File: src/rtl/kdt_ram.sv
// Generic single-write, single-read RAM with registered read data.
module kdt_ram #(
  parameter int WIDTH = 8,
  parameter int DEPTH = 16,
  localparam int AW   = (DEPTH > 1) ? $clog2(DEPTH) : 1
) (
  input  logic             clk,
  input  logic             we,
  input  logic [AW-1:0]    waddr,
  input  logic [WIDTH-1:0] wdata,
  input  logic [AW-1:0]    raddr,
  output logic [WIDTH-1:0] rdata
);

  logic [WIDTH-1:0] mem [DEPTH];

  always_ff @(posedge clk) begin
    if (we) begin
      mem[waddr] <= wdata;
    end
    rdata <= mem[raddr];
  end

endmodule

File: config.mk
export PLATFORM = sky130hd
export DESIGN_NAME = kdt_ram
export DESIGN_NICKNAME = d
export VERILOG_FILES = /design/src/rtl/kdt_ram.sv
export SDC_FILE = /design/constraint.sdc
export NUM_CORES = 1
export LEC_CHECK = 0
export BUFFER_PORTS_ARGS = -buffer_cell sky130_fd_sc_hd__buf_2
export CAP_MARGIN = 25
export CORE_MARGIN = 2
export CORE_UTILIZATION = 54
export DETAILED_ROUTE_END_ITERATION = 6
export PLACE_DENSITY_LB_ADDON = 0.15
export SLEW_MARGIN = 20
export SYNTH_ARGS = -nofsm -noshare
export SYNTH_HDL_FRONTEND = slang
export SYNTH_SLANG_ARGS = --single-unit
File: constraint.sdc
create_clock -name clk -period 1.9 [get_ports clk]
set_input_delay 0.38 -clock clk [delete_from_list [all_inputs] [get_ports clk]]
set_output_delay 0.38 -clock clk [all_outputs]
set_load 0.02 [all_outputs]
==> run metrics, run 1 <==
Core ar.=9240 µm²; VDD IR-drop max=545 µV; Max Slew Vio Count=0; Die W=102 µm; Crit Path Max Fanout=1; crit start category=register; switching pwr=0.00137 W; commonest non-fill, non-tap cells in the layout=edfxtp_1 (128), buf_2 (25), mux4_2 (18); Routability Congestion=0.705; CTS tree=yes; layout cells sized above 1=31.4%; final-stage net count=301; Crit path max-delay family=flip-flops; Data required, critical path=1.52 ns; syn_nets=247; Flop pwr share=48.8%; Via density=5.75; met3 wire len=435 µm; CP Buf/Inv Count=1; Static Leak=2.09 nW; design area=6130 µm²; Max-cap violations=0; Async S/R FF share, synth=0%; Skew-Pair Late Insertion Delay=0.51 ns; Cell Pwr Density=1130 nW/µm²; register area share after synthesis=77.8%; GR Overflow Total=0; Starting Density=55.7%; post-CTS sizing=0; Post-synth EDFFs=128; Seq cells post-synth=136; area of the multi-input gates=1060 µm²; Tmin final=1.46 ns; met2 WL=4680 µm; Crit-path slowest cell=dfxtp_1; antenna viol nets, final=0; site row count=35; pin count of the biggest net entering global routing=33; GR Util All Layers=20.5%; Post-CTS Setup Bufs=0; IO Pins=26; post-synth cell types=19; highest clock rate=0.686 GHz; fill count=618; Slew @ Worst Pin=0.730 ns; Inserted Clock Buffers=17; CTS sink count=136; internal power=0.00555 W; Root Buffer=clkbuf_8; Final Skew=0.0114 ns; syn avg cell area=22.5 µm²; final wirelength=9410 µm; outcome=completed; CP Depth=1; hold path cells=1; Die H=102 µm; Hold WC Path Type=in2reg; RSZ-0062 raised after global routing=false; sequential cell area=4000 µm²; cts hold-fix bufs=0; Max H-tree Level=4; ys flop type=edfxtp_1; vias=2,442; most common cell after layout, fill and taps aside=edfxtp_1; critical path class=reg2out; DRC=0; clock share of power=46.5%; Comb pwr share=4.8%; Clock Tree Buf Depth=2; vias in the first global route=2,447; Die ar.=10,300 µm²; area grow syn2layout=19.1%; Mapped Area=5150 µm²; YS warnings=0; Wirelength per Cell=22.1 µm; Net Sw Frac=19.7%; CP endpoint kind=primary output; area post-placement=5540 µm²; Critical Path, Cell by Cell=buf_2; top sig layer=met4; clk slew on worst S/H paths=0.06 ns; Final Hold Fails=0; first-pass GRT wire length=14,500 µm; DRT Pass-1 Iters=5; port buffer count=25; R2R depth=3; CP peak stage delay=0.38 ns; fin crit share=76.7%; post-route setup TNS=0 ns; Worst slew margin=51.2%; Detailed Place HPWL=5840 µm; critical path arrival=1.08 ns; antenna violations before repair=0; Setup violations, final=0; Metal-1 WL=4190 µm; Mapped Cells=229; ANT cells=0; DRT iter0 DRCs=179
-- flip-flops by register name, indices dropped and copies added (netlist names) --
signal  count
rdata       8
mem       128
-- power groups by stage --
stage	sequential (W)	clock [W]	combinational, W
after floorplan	0.00346	0	0.000170
after global placement	0.00344	0	0.000328
after detailed placement	0.00344	0	0.000335
after CTS	0.00338	0.00325	0.000335
after global routing	0.00338	0.00340	0.000360
final	0.00338	0.00321	0.000329
-- through the flow --
stage / std cells / utilization [%] / power, W / worst slack, ns / hold WS, ns
6_report: 425 / 66.4 / 0.00692 / 0.442 / 0.256
5_1_grt: 425 / 66.4 / 0.00714 / 0.404 / 0.249
4_1_cts: 425 / 66.4 / 0.00697 / 0.420 / 0.237
3_5_place_dp: 393 / 59.9 / 0.00377 / 0.0973 / 0.661
3_3_place_gp: 393 / 59.9 / 0.00376 / 0.126 / 0.652
2_1_floorplan: 229 / - / 0.00363 / 0.0271 / 0.479
-- worst register-to-register path: cells and delay by family, from the launching register on --
family	cells	cell delay [ns]
compound gates	1	0.30
flops	1	0.38
mux	1	0.49
simple gates	1	0.09
-- cell families after synthesis --
group	share of synthesized area [%]
multiplexers	15.0
buffers and inverters	1.68
AND/OR/NAND/NOR	3.18
flip-flops	77.8
AO/OA/AOI/OAI	2.33
-- cell usage after synthesis (2+ instances only) --
library cell | n | area share (%)
a22oi_1 | 16 | 2.3
buf_2 | 3 | 0.29
buf_6 | 3 | 0.66
clkdlybuf4s25_2 | 3 | 0.58
dfxtp_1 | 8 | 3.1
edfxtp_1 | 128 | 75
mux4_1 | 14 | 7.1
mux4_2 | 18 | 7.9
nand2_1 | 9 | 0.66
nand2b_1 | 2 | 0.24
nand3b_1 | 2 | 0.29
nor2_1 | 13 | 0.95
nor3_1 | 4 | 0.39
-- routing by layer --
metal	vias up	track usage (%)
li1	1080	-
met1	1292	29.3
met2	62	31.3
met3	8	5.31
met4	0	6.86
met5	-	0
-- layout make-up --
| class | instances | area share (%) |
|---|---|---|
| multi-input cells | 83 | 17.2 |
| clock inverters | 12 | 2.45 |
| well taps | 129 | 2.63 |
| clock buffers | 20 | 7.27 |
| repair buffers | 45 | 5.10 |
| flip-flops and latches | 136 | 65.3 |
-- worst paths after layout --
path         slack (ns)  startpoint         end
max                0.44    rdata[7]    rdata[7]
min                0.26    wdata[3]  mem[12][3]
max reg2reg        0.52   mem[8][1]    rdata[1]
min reg2reg        0.68  mem[12][4]    rdata[4]
Note: power is estimated with default switching activity, not from simulation.
==> run 2: changes to the inputs <==
==> constraint.sdc (replaced) <==
create_clock -name clk -period 1.3 [get_ports clk]
set_input_delay 0.26 -clock clk [delete_from_list [all_inputs] [get_ports clk]]
set_output_delay 0.26 -clock clk [all_outputs]
set_load 0.02 [all_outputs]
==> run 2 against run 1 <==
Cell area rose by 3.2%. Combinational power grew 71%. Largest cell class unchanged. Sequential power increased by 46%. Die area is the same. The flow now finishes with violations (negative setup slack).
==> run metrics, run 2 (synthesis results as in run 1) <==
outcome=finished, violations left; failing checks=negative setup slack; Skew-Pair Late Insertion Delay=0.51 ns (about the same); area grow syn2layout=22.9%; CTS sink count=136 (unchanged); Static Leak=2.17 nW (+3.6%); layout cells sized above 1=44.2% (+13 points); Metal-1 WL=4060 µm (-3.0%); Cell Pwr Density=1590 nW/µm² (+41%); Slew @ Worst Pin=0.851 ns (+0.121 ns); design area=6330 µm² (+3.2%); min-delay src=wdata[0]; CP peak stage delay=0.48 ns (+0.10 ns); Max-cap violations=0 (unchanged); final-stage net count=322 (+7.0%); number of flip-flops in the largest register=128 (unchanged); critical path arrival=1.73 ns (+0.65 ns); crit start category=register; Crit path max-delay family=multiplexers; RSZ-0062 raised after global routing=true; Inst Count DP=414 (+5.3%); highest clock rate=0.747 GHz; Biggest register=mem; critical path class=reg2reg; ANT cells=0 (unchanged); vias in the first global route=2,553 (+4.3%); Routability Congestion=0.796 (+13%); clk slew on worst S/H paths=0.06 ns (about the same); r2r setup slk=-0.04 ns (-0.56 ns); Data required, critical path=1.70 ns (+0.18 ns); area post-placement=5730 µm² (+3.4%); Via density=5.50 (-4.3%); Starting Density=55.7% (unchanged); vias=2,452 (+0.41%); port buffer count=25 (unchanged); antenna violations before repair=0 (unchanged); Critical Path Start=mem[2][6]; worst hold margin=0.135 ns (-0.121 ns); VDD IR-drop max=993 µV (+82%); GR Overflow Total=0 (unchanged); antenna viol nets, final=0 (unchanged); Finished Layout Cells=446 (+4.9%); Wirelength per Cell=21.8 µm (-1.5%); CP endpoint kind=register; Setup violations, final=1 (+1); Root Buffer=clkbuf_8; DRC=0 (unchanged); Die W=102 µm (unchanged); Detailed Place HPWL=6360 µm (+9.0%); Inserted Clock Buffers=17 (unchanged); Die H=102 µm (unchanged); Crit-path slowest cell=mux4_2; top sig layer=met4; Tmin final=1.34 ns; Final Hold Fails=0 (unchanged); met2 WL=5050 µm (+7.7%); reg2reg start=mem[2][6]; Critical Path, Cell by Cell=mux4_2 -> a22oi_2 -> buf_4 -> nand2_2; CTS tree=yes; Max Slew Vio Count=0 (unchanged); first-pass GRT wire length=15,000 µm (+3.1%); GR Util All Layers=21.1% (+0.59 points); biggest regs=mem (128), rdata (8); met3 wire len=547 µm (+26%); Crit Path Max Fanout=1 (unchanged); DRT iter0 DRCs=209 (+17%); final wirelength=9730 µm (+3.3%); most common cell after layout, fill and taps aside=edfxtp_1; DRT Pass-1 Iters=5 (unchanged); pin count of the biggest net entering global routing=22 (-33%); pre-CTS setup slack=-0.395 ns (-0.492 ns); IO Pins=26 (unchanged); fin crit share=103%; Worst slew margin=43.1% (-8.2 points); Max H-tree Level=4 (unchanged); CP Buf/Inv Count=1 (unchanged); Clock Tree Buf Depth=2 (unchanged); Post-CTS Setup Bufs=0 (unchanged); crit path setup slack, layout=-0.0383 ns (-0.481 ns); site row count=35 (unchanged); Die ar.=10,300 µm² (unchanged); Core ar.=9240 µm² (unchanged); Final Skew=0.00685 ns (-0.00458 ns); commonest non-fill, non-tap cells in the layout=edfxtp_1 (128), buf_4 (36), mux4_2 (30); Hold WC Path Type=in2reg; cts hold-fix bufs=0 (unchanged)
run 2: cell count changes in the layout (fill, tap and decap cells not counted), moves of 2 or more:
cell	delta
buf_4	+19
mux4_1	-12
mux4_2	+12
nor3_1	-4
a22oi_1	-3
a22oi_2	+3
buf_12	+3
inv_6	+3
nor2_1	-3
nor2_2	+3
nor3_2	+3
clkinv_1	-2
run 2: final timing paths:
kind / endpoint / cells past startpoint
setup / recovery: rdata[6] / 4
setup reg to reg: rdata[6] / 4
hold / removal: mem[6][0] / 1
hold reg to reg: rdata[2] / 3
run 2: metrics by stage:
| stage | total power (W) | utilization, % | setup TNS (ns) |
|---|---|---|---|
| final | 0.0101 | 68.5 | -0.0383 |
| after global routing | 0.0104 | 68.5 | -0.300 |
| after CTS | 0.0102 | 68.4 | -0.149 |
| after detailed placement | 0.00558 | 62.0 | -13.89 |
| after global placement | 0.00557 | 62.0 | -12.87 |
| after floorplan | 0.00533 | - | -0.690 |
run 2: report_power, final:
part	internal (W)	switching (W)
logic	0.000255	0.000306
clock network	0.00285	0.00176
registers	0.00490	0.0000267
run 2: final cells by class:
cell class / instances / area, µm²
Sequential cell: 136 / 4000
Fill cell: 591 / 2910
Multi-Input combinational cell: 83 / 1070
Timing Repair Buffer: 66 / 510
Clock buffer: 19 / 442
Tap cell: 129 / 161
Clock inverter: 13 / 145
run 2: timing repair:
action	4_1_cts	5_1_grt
hold endpoints to repair	0	0
pin swaps	0	3
setup endpoints to repair	4	7
gates resized for setup	2	4
run 2: layer usage:
layer  vias up  GRT usage, %
li1       1117             -
met1      1245          29.9
met2        85          32.6
met3         5          4.42
met4         0          8.11
met5         -             0
